<file path="config.mk">
export PLATFORM = sky130hd
export DESIGN_NAME = pdi_isqrt
export DESIGN_NICKNAME = d
export VERILOG_FILES = /design/src/design/assert_macros.svh /design/src/design/pdi_isqrt.sv
export SDC_FILE = /design/constraint.sdc
export NUM_CORES = 1
export LEC_CHECK = 0
export BUFFER_PORTS_ARGS = -buffer_cell sky130_fd_sc_hd__buf_2
export CAP_MARGIN = 30
export CORE_AREA = 8 8 197 217
export CTS_CLUSTER_DIAMETER = 30
export DETAILED_ROUTE_END_ITERATION = 12
export DIE_AREA = 0 0 205 225
export PLACE_DENSITY_LB_ADDON = 0.15
export SLEW_MARGIN = 10
export SYNTH_ARGS = -nofsm -noshare
export SYNTH_HDL_FRONTEND = slang
export SYNTH_SLANG_ARGS = --single-unit
</file>
<file path="constraint.sdc">
create_clock -name i_clk -period 13.67 [get_ports i_clk]
set_input_delay 1.367 -clock i_clk [delete_from_list [all_inputs] [get_ports i_clk]]
set_output_delay 1.367 -clock i_clk [all_outputs]
set_load 0.02 [all_outputs]
</file>
<file path="src/design/assert_macros.svh">
// assertion helpers for the rtl files, included by projectile_drag_integrator
`ifndef ASSERT_MACROS_SVH
`define ASSERT_MACROS_SVH

// same-cycle implication, disabled during reset
`define ASSERT_IMPL(label, pre, post) \
    label: assert property (@(posedge i_clk) disable iff (!i_rst_n) (pre) |-> (post)) \
        else $error("assertion failed");

// next-cycle implication, disabled during reset
`define ASSERT_NEXT(label, pre, post) \
    label: assert property (@(posedge i_clk) disable iff (!i_rst_n) (pre) |=> (post)) \
        else $error("assertion failed");

`endif

</file>
<file path="src/design/pdi_isqrt.sv">
// ----------------------------------------------------------------------------
// pdi_isqrt
// Floor square root of a 64 bit value, one result bit per cycle.
// ----------------------------------------------------------------------------
`default_nettype none

module pdi_isqrt (
    input  wire logic        i_clk,
    input  wire logic        i_rst_n,
    input  wire logic        i_start,
    input  wire logic [63:0] i_value,
    output logic             o_busy,
    output logic             o_done,
    output logic [31:0]      o_root
);

    logic        r_busy, r_done;
    logic [63:0] r_rem, r_res, r_bit;
    logic [63:0] w_trial;

    assign w_trial = r_res + r_bit;

    always_ff @(posedge i_clk) begin
        if (!i_rst_n) begin
            r_busy <= 1'b0;
            r_done <= 1'b0;
        end else begin
            r_done <= 1'b0;
            if (i_start) begin
                r_busy <= 1'b1;
                r_rem  <= i_value;
                r_res  <= '0;
                r_bit  <= 64'd1 << 62;
            end else if (r_busy) begin
                if (r_rem >= w_trial) begin
                    r_rem <= r_rem - w_trial;
                    r_res <= (r_res >> 1) + r_bit;
                end else begin
                    r_res <= r_res >> 1;
                end
                r_bit <= r_bit >> 2;
                if (r_bit == 64'd1) begin
                    r_busy <= 1'b0;
                    r_done <= 1'b1;
                end
            end
        end
    end

    assign o_busy = r_busy;
    assign o_done = r_done;
    assign o_root = r_res[31:0];

endmodule

`default_nettype wire

</file>
# Word level (Yosys, flattened, before mapping)

Cells that the tools add are included.

Register bits: 162
Latch bits: 0
Memory bits (writable): 0
Bits in read-only memories: 0
Input port bits: 67
Output and inout bits: 34
Word-level logic and storage cells: 27
Memories: 0

Add/subtract/negate cells: 3
Multiply operators: 0
Div/mod/pow operators: 0
Magnitude comparators: 1
Eq/ne operators: 1
Shift operators: 0
Mux-type cells: 10
Bitwise gates (word level): 2
Reductions and logical operators: 5

Operators by type and width:

| cell                | count |
|---|---|
| $mux 64             | 5 |
| $add 63x63->64      | 1 |
| $add 64x63->64      | 1 |
| $ge 64x64->1        | 1 |
| $sub 64x64->64      | 1 |
| $mux 63             | 1 |
| $eq 32x1->1 const B | 1 |
| $mux 1              | 4 |
| $reduce_bool 2->1   | 2 |
| $reduce_and 3->1    | 1 |
| $reduce_or 3->1     | 1 |
| $not 1->1           | 2 |
| $reduce_and 2->1    | 1 |

# Longest topological paths before layout

Gate-level depths: netlist (run 1).

Depth in word-level cells: 5
Depth in mapped cells: 27
Gate-level depth less buffers: 25

# Least setup slack after synthesis (run 1)

Ideal clock, no wire load.

Path type: register -> register
From: reg r_bit[0]
To: reg r_rem[0], enable pin
Library setup time: 0.507 ns
Arrival: 7.635 ns
Data required time: 13.163 ns
Slack: 5.528 ns
Cell stages (with the launch flop): 24
Buffers on the path: 3
Clock period less this slack: 8.142 ns
Path through: edfxtp_1 -> ha_1 -> ha_1 -> a21o_1 -> a31oi_1 -> o21ai_0 -> a21o_1 -> a21boi_0 -> o21ai_0 -> a21oi_1 -> o21ai_0 -> a21o_1 -> nand2_1 -> xor2_1 -> ha_1 -> clkbuf_1 -> nand4_1 -> o31ai_1 -> a21oi_1 -> o32ai_1 -> nor2_1 -> buf_2 -> buf_4 -> a21oi_1

Word-level cells in the longest chain between the ends: 4

RTL lines:

| element                     | line            | RTL |
|---|---|---|
| start, declared             | pdi_isqrt.sv:18 | `logic [63:0] r_rem, r_res, r_bit;` |
| start signal, assigned      | pdi_isqrt.sv:33 | `r_bit <= 64'd1 << 62;` |
| start signal, assigned      | pdi_isqrt.sv:41 | `r_bit <= r_bit >> 2;` |
| $add 64x63->64              | pdi_isqrt.sv:21 | `assign w_trial = r_res + r_bit;` |
| $ge 64x64->1                | pdi_isqrt.sv:35 | `if (r_rem >= w_trial) begin` |
| $reduce_bool 2->1 (no line) | n/a             |  |
| $reduce_and 3->1 (no line)  | n/a             |  |
| end signal, assigned        | pdi_isqrt.sv:31 | `r_rem <= i_value;` |
| end signal, assigned        | pdi_isqrt.sv:36 | `r_rem <= r_rem - w_trial;` |
| end, declared               | pdi_isqrt.sv:18 |  |

No other way between the ends.
A chain may end at the register's enable or synchronous reset.

# Final worst setup path (run 1)

From: reg r_res[2]
To: reg r_rem[58], enable pin

Word-level cells in the longest chain between the ends: 4

RTL lines:

| element                     | line            | RTL |
|---|---|---|
| start, declared             | pdi_isqrt.sv:18 |  |
| start signal, assigned      | pdi_isqrt.sv:37 | `r_res <= (r_res >> 1) + r_bit;` |
| start signal, assigned      | pdi_isqrt.sv:39 | `r_res <= r_res >> 1;` |
| $add 64x63->64              | pdi_isqrt.sv:21 |  |
| $ge 64x64->1                | pdi_isqrt.sv:35 |  |
| $reduce_bool 2->1 (no line) | n/a             |  |
| $reduce_and 3->1 (no line)  | n/a             |  |

No other way between the ends.

==> results.md, run 1 <==
- Critical path's slowest cell: buf_4
- DRT iter0 DRCs: between 700 and 800
- CP Max Fanout: 57
- Startpoint types: flip-flop
- Layout area overhead: 8.583%
- Worst setup path startpoint: r_res[2]$_SDFFCE_PP0P_
- Core Util, Final: 41.86%
- Period utilization: 51.93%
- Congestion Overflow GR: 0
- Final setup violation count: 0
- Critical path arrival: roughly 7000 ps
- Fillers: 3975
- Status: completed
- Clk root buf: clkbuf_16
- Syn Area/Cell: 8.662 um2
- Leakage: 0.006171 uW
- Total Neg Setup Slack: 0 ps
- WP data required: about 14000 ps
- DR WL/cell: 19.59 um
- ANT nets after route: 0
- Async SR Flop Fraction: 0%
- YS warnings: 0
- Ys flop type: edfxtp_1
- Final hold viol count: 0
- Clock Latency Late Sink: 460 ps
- Max Freq: 140.9 MHz
- Biggest area consumer among synthesized cells: edfxtp_1
- Post-cts sizing count: 0
- Final Critical Period: 7098 ps
- Final #Nets: around 2000
- Iteration count of the initial detailed-routing pass: 5
- H-tree levels: 4
- Worst Setup EP: r_rem[58]$_DFFE_PP_
- RePlAce Congestion: about 0.9
- CTS clk-pin slew, worst paths: 70 ps
- Post-DP HPWL: 34610 um
- Antenna cells: 0
- R2r setup slk: between 6000 and 7000 ps
- WP depth: 21
- Die Area: 46130 um2
- Initial core utilization: between 30 and 40%
- Layout cells sized above 1: about 11%
- CP Cell Sequence: ha_1, a31o_2, a31oi_1, o21ai_0, a21oi_1, o21ai_0, a31oi_1, inv_1, a31oi_1, xor2_1, ha_1, nand4_1, o21bai_1, a21o_1, a21oi_1, o32ai_2, buf_4, nor2_4, buf_4, a21oi_4, buf_4
- Vias per inst: approximately 5.7
- Tot Pwr: 2305 uW
- Pwr Density: roughly 140 nW/um2
- Worst Skew: 11.29 ps
- Rows: 76
- Die W: 205 um
- Postcts setup bufs: 0
- Aggregate routed wire length: 44670 um
- I/O Buffers: 100
- Worst slew margin: 37.35%
- Crit-path max cell delay: 670 ps
- Post-synth EDFFs: 160
- Mapped Nets: approximately 1900
- Yosys cell types: 81
- Clock sink count: 162
- Crit path max-delay family: compound AO/OA/AOI/OAI gates
- Critical Path Sink Type: flip-flop
- Vias: 13100
- Synthesized area: 15030 um2
- Synth top area cells: edfxtp_1, ha_1, o21ai_0
- Die height: 225 um
- Post-Synthesis Cells: around 1700
- IO Count: just over 100
- Worst vdd ir: 0.00008929 V
- Vias in the first global route: 12570
- Pin count of the biggest net entering global routing: around 120
- Reg-to-reg endpoint: r_rem[58]$_DFFE_PP_
- Cells on worst reg2reg path: 21
- Residual DRC: 0
- Sequential cell area fraction in the yosys report: 32.23%
- Inserted Clock Buffers: 17
- Slew @ Worst Pin: ~930 ps
- Initial antenna violation count: 0
- First-pass GRT wire length: 70800 um
- Clk buf depth: 2
- RSZ-0062 raised after global routing: no
- Max-cap violations: 0
- R2R Path Start: r_res[2]$_SDFFCE_PP0P_
- Hold_buf cts: 0
- Most common cell after layout, fill and taps aside: nand2_1
- CTS tree: done
- WP buf/inv: 4
- Core Region: 38990 um2
- Final Max Slew Viols: 0
- CP Class: flip-flop to flip-flop
- Most frequent cells in the layout: nand2_1, o21ai_0, edfxtp_1, nor2_1, ha_1
- Total track usage: 19.35%
- Post-synth top area share: 31.97%
- Worst Hold Class: flip-flop to flip-flop
- Synth Register Bits: 162
-- final cells by class --
class                   count  area, um2  share of cell area, %
repair buffers            108      576.8                  3.534
clock buffers              17      425.4                  2.607
clock inverters            15      147.6                 0.9047
flip-flops and latches    162       4845                  29.69
inverters                  39      148.9                 0.9124
multi-input cells        1432       9542                  58.47
well taps                 507      634.4                  3.887
-- metrics by stage --
step / area (um2) / hold WS [ps] / std cells / worst slack [ps]
floorplan: 15030 / 567.3 / 1735 / 5528
global placement: 15710 / 484.8 / 2245 / 6446
detailed placement: 15740 / 486.6 / 2247 / 6160
CTS: 16310 / 501.9 / 2279 / 6238
global route: 16320 / 516.1 / 2280 / 6034
finish: 16320 / 497.2 / 2280 / 6572
-- kinds of logic after synthesis --
kind of cell / synth area share (%)
compound gates: 23.98
xor+xnor: 9.848
fa+ha+maj: 10.96
buf+inv: 4.454
flops: 32.23
mux: 0.6327
simple gates: 17.90
-- flip-flops by register name (all words and copies together), names as in the netlist --
register,flops
o_done,1
r_res,64
o_busy,1
r_bit,32
r_rem,64
-- worst min path at each step --
stage,end,slack (ps),startpoint,cells after the start
CTS,o_done$_SDFF_PP0_,500,o_busy$_SDFF_PN0_,1
global route,o_done$_SDFF_PP0_,520,o_busy$_SDFF_PN0_,1
finish,o_done$_SDFF_PP0_,500,o_busy$_SDFF_PN0_,1
global placement,o_done$_SDFF_PP0_,480,o_busy$_SDFF_PN0_,1
detailed placement,o_done$_SDFF_PP0_,490,o_busy$_SDFF_PN0_,1
floorplan,o_done$_SDFF_PP0_,570,o_busy$_SDFF_PN0_,1
-- cells in the mapped netlist, types with 5 or more instances --
library cell / count
edfxtp_1: 160
o31ai_1: 10
o21bai_1: 31
inv_1: 38
a21o_1: 45
o21ai_1: 6
a31oi_1: 65
nor2b_1: 53
ha_1: 130
a21boi_0: 6
and2_1: 15
o211ai_1: 7
nand4_1: 36
nor4_1: 14
a211oi_1: 25
o21a_1: 10
mux2i_1: 5
buf_4: 34
xnor2_1: 87
a31o_2: 17
nand2_1: 181
or2_2: 5
nand3_1: 34
a21oi_1: 120
xor2_1: 82
and3_1: 14
o21ai_0: 160
nand2b_1: 9
nor2_1: 146
or3_1: 11
nor3_1: 28
clkbuf_1: 57
buf_2: 10
-- where the power goes --
group	switching [uW]	leakage (uW)	internal (uW)
clock network	236	0.000279	256
logic	679	0.00433	426
registers	69.0	0.00156	639
total	984	0.00617	1320
-- routing by layer --
layer | up-vias | share of wire, % | GRT usage [%]
met5 | - | 0 | 0
met4 | 0 | 2.1 | 6.230
met3 | 43 | 4.5 | 2.559
met2 | 334 | 42 | 28.54
met1 | 6246 | 51 | 28.69
li1 | 6478 | - | -
Power figures use the tool's default switching activity.
==> run 2, diff against run 1 <==
Settings changed: ABC_AREA set to 1, CORE_AREA 8 8 197 217 to 8 8 227 251, DIE_AREA 0 0 205 225 to 0 0 235 259.
Clock period 13.67 ns to 6.69 ns, I/O delays scaled along.
==> results.md, run 2 <==
- Status: completed (unchanged)
- Die height: 259 um (was 225 um)
- Die W: 235 um (was 205 um)
- Clock sink count: 162 (unchanged)
- WP data required: 7080 ps (was 13750 ps)
- Post-DP HPWL: 65060 um (was 34610 um)
- Top cells by count, synth: nand2_1, inv_1, nor2_1, nand3_1, edfxtp_1 (was nand2_1, edfxtp_1, o21ai_0, nor2_1, ha_1)
- Critical Path Sink Type: flip-flop (unchanged)
- Design area: 21920 um2 (was 16320 um2)
- Cells on worst reg2reg path: 20 (was 21)
- First-pass GRT wire length: 118100 um (was 70800 um)
- Clk root buf: clkbuf_16 (unchanged)
- Rows: 89 (was 76)
- Vias per inst: 5.081 (was 5.746)
- Inserted Clock Buffers: 17 (unchanged)
- Tot Pwr: 5431 uW (was 2305 uW)
- CTS tree: done (unchanged)
- Worst vdd ir: 0.0002092 V (was 0.00008929 V)
- Syn Area/Cell: 5.823 um2 (was 8.662 um2)
- Startpoint types: flip-flop (unchanged)
- ANT nets after route: 0 (unchanged)
- Initial antenna violation count: 0 (unchanged)
- Layout cells sized above 1: 5.003% (was 11.22%)
- Layout area overhead: 7.803% (was 8.583%)
- Total Neg Setup Slack: 0 ps (unchanged)
- Die Area: 60870 um2 (was 46130 um2)
- Post-synth EDFFs: 160 (unchanged)
- Yosys cell types: 45 (was 81)
- Max-cap violations: 0 (unchanged)
- Routed wl met2: 36300 um (was 18960 um)
- Residual DRC: 0 (unchanged)
- IO Count: 101 (unchanged)
- R2r setup slk: 1150 ps (was 6570 ps)
- Leakage: 0.01135 uW (was 0.006171 uW)
- Hold worst-path end: o_done$_SDFF_PP0_ (unchanged)
- Routed wire length on met3: 3805 um (was 2010 um)
- Synth Register Bits: 162 (unchanged)
- Highest Signal Layer: met4 (unchanged)
- Period utilization: 82.83% (was 51.93%)
- Placed Instance Area: 21310 um2 (was 15740 um2)
- CP Class: flip-flop to flip-flop (unchanged)
- Hold Crit Depth: 2 (was 1)
- Biggest regs: r_rem (64), r_res (64), r_bit (32) (unchanged)
- Aggregate routed wire length: 77720 um (was 44670 um)
- Final Max Slew Viols: 0 (unchanged)
- Pin count of the biggest net entering global routing: 64 (was 117)
- Post-synth top area share: 26.21% (was 31.97%)
- Clk buf depth: 2 (unchanged)
- DR WL/cell: 18.33 um (was 19.59 um)
- Worst Skew: 24.51 ps (was 11.29 ps)
- RSZ-0062 raised after global routing: no (unchanged)
- Final setup violation count: 0 (unchanged)
- Postcts setup bufs: 0 (unchanged)
- Core Util, Final: 41.44% (was 41.86%)
- Biggest area consumer among synthesized cells: nand2_1 (was edfxtp_1)
- Synth top area cells: nand2_1, edfxtp_1, inv_1 (was edfxtp_1, ha_1, o21ai_0)
- Most frequent cells in the layout: nand2_1, inv_1, nor2_1, nand3_1, edfxtp_1 (was nand2_1, o21ai_0, edfxtp_1, nor2_1, ha_1)
- Vias: 21540 (was 13100)
- Ys flop type: edfxtp_1 (unchanged)
- Worst Hold Class: primary input to flip-flop (was flip-flop to flip-flop)
- RePlAce Congestion: 0.9936 (was 0.9162)
- Sequential cell area fraction in the yosys report: 23.83% (was 32.23%)
- Count leader, synth: nand2_1 (unchanged)
- Hold_buf cts: 0 (unchanged)
- Routed metal-1 wirelength: 33700 um (was 22770 um)
- YS warnings: 0 (unchanged)
- Most common cell after layout, fill and taps aside: nand2_1 (unchanged)
- I/O Buffers: 100 (unchanged)
- Core Region: 52890 um2 (was 38990 um2)
- Fillers: 5977 (was 3975)
- Async SR Flop Fraction: 0% (unchanged)
- Iteration count of the initial detailed-routing pass: 5 (unchanged)
- Post-cts sizing count: 0 (unchanged)
- H-tree levels: 4 (unchanged)
- Clock Latency Late Sink: 520 ps (was 460 ps)
- Vias in the first global route: 21120 (was 12570)
- Slew @ Worst Pin: 779.0 ps (was 931.2 ps)
- Final Critical Period: 5541 ps (was 7098 ps)
- HP Start: i_rst_n (was o_busy$_SDFF_PN0_)
- Mapped Nets: 3690 (was 1933)
- Initial core utilization: 38.44% (was 38.55%)
- Final #Nets: 3743 (was 1958)
- Max Freq: 180.5 MHz (was 140.9 MHz)
- Worst slew margin: 47.52% (was 37.35%)
- Synthesized area: 20330 um2 (was 15030 um2)
- Final hold viol count: 0 (unchanged)
- R2R Path Start: r_res[22]$_SDFFCE_PP0P_ (was r_res[2]$_SDFFCE_PP0P_)
- Critical path arrival: 5930 ps (was 7180 ps)
- Total track usage: 25.27% (was 19.35%)
- CTS clk-pin slew, worst paths: 80 ps (was 70 ps)
- DRT iter0 DRCs: 1551 (was 795)
- Antenna cells: 0 (unchanged)
- Post-Synthesis Cells: 3492 (was 1735)
- Reg-to-reg endpoint: r_res[16]$_SDFFCE_PP0P_ (was r_rem[58]$_DFFE_PP_)
- CP Max Fanout: 23 (was 57)
- Pwr Density: 247.8 nW/um2 (was 141.2 nW/um2)
- Congestion Overflow GR: 0 (unchanged)
==> run 2: where the power goes <==
part,internal (uW),switching (uW)
clock network,535,535
logic,926,1940
registers,1310,186
total,2770,2670
==> run 2: layout make-up <==
class | count | area (um2) | area share (%)
clock buffer | 17 | 425.4 | 1.941
tap | 682 | 853.3 | 3.893
inverter | 567 | 2131 | 9.721
multi-input combinational | 2688 | 12900 | 58.86
clock inverter | 15 | 181.4 | 0.8277
timing repair buffer | 109 | 583.1 | 2.660
sequential | 162 | 4845 | 22.10
==> run 2: how the worst max path moves through the flow <==
stage                       startpoint                 endpoint  slack [ps]  cells after the start
5_1_grt        r_res[22]$_SDFFCE_PP0P_      r_rem[49]$_DFFE_PP_         860                     22
6_report       r_res[22]$_SDFFCE_PP0P_  r_res[16]$_SDFFCE_PP0P_        1150                     20
4_1_cts        r_res[22]$_SDFFCE_PP0P_      r_rem[38]$_DFFE_PP_        1250                     20
3_5_place_dp   r_res[22]$_SDFFCE_PP0P_      r_rem[51]$_DFFE_PP_        1280                     20
2_1_floorplan                  i_start       r_rem[0]$_DFFE_PP_        1520                      5
3_3_place_gp   r_res[22]$_SDFFCE_PP0P_       r_rem[3]$_DFFE_PP_        1280                     20
==> run 2: cell families (layout without fill, tap and decap cells) <==
group,count (synthesis),in the layout,synth area share (%)
AO/OA/AOI/OAI,318,318,8.313
XOR/XNOR,103,103,4.437
adder cells (fa/ha/maj),131,131,8.098
buffers and inverters,642,708,12.73
flip-flops,162,162,23.83
AND/OR/NAND/NOR,2136,2136,42.60
==> run 2: stage by stage <==
step	cells	setup slack [ps]	hold WS (ps)
2_1_floorplan	3492	1520	564.4
3_3_place_gp	4208	1277	491.4
3_5_place_dp	4208	1278	495.8
4_1_cts	4240	1250	372.1
5_1_grt	4240	858.5	403.6
6_report	4240	1149	404.0
==> run 2: routing by layer <==
| layer | global-route usage, % | up-vias |
|---|---|---|
| li1 | - | 11030 |
| met1 | 31.16 | 9721 |
| met2 | 43.15 | 615 |
| met3 | 3.174 | 174 |
| met4 | 12.87 | 0 |
| met5 | 0 | - |
==> run 2: critical path: stages (launching register included) <==
cell and delay [ps]:
edfxtp_1 590, ha_1 500, nand2_1 90, o21ai_0 320, nand2_1 110, o21ai_0 530
a21oi_1 80, o21ai_0 330, xnor2_1 260, ha_1 400, nand2_1 120, nor2_2 170
nand2_1 100, nor2_2 180, nand4_1 210, nand3_2 180, nand2_2 100, a21oi_4 550
buf_4 400, nand2_1 100, nand2_1 70
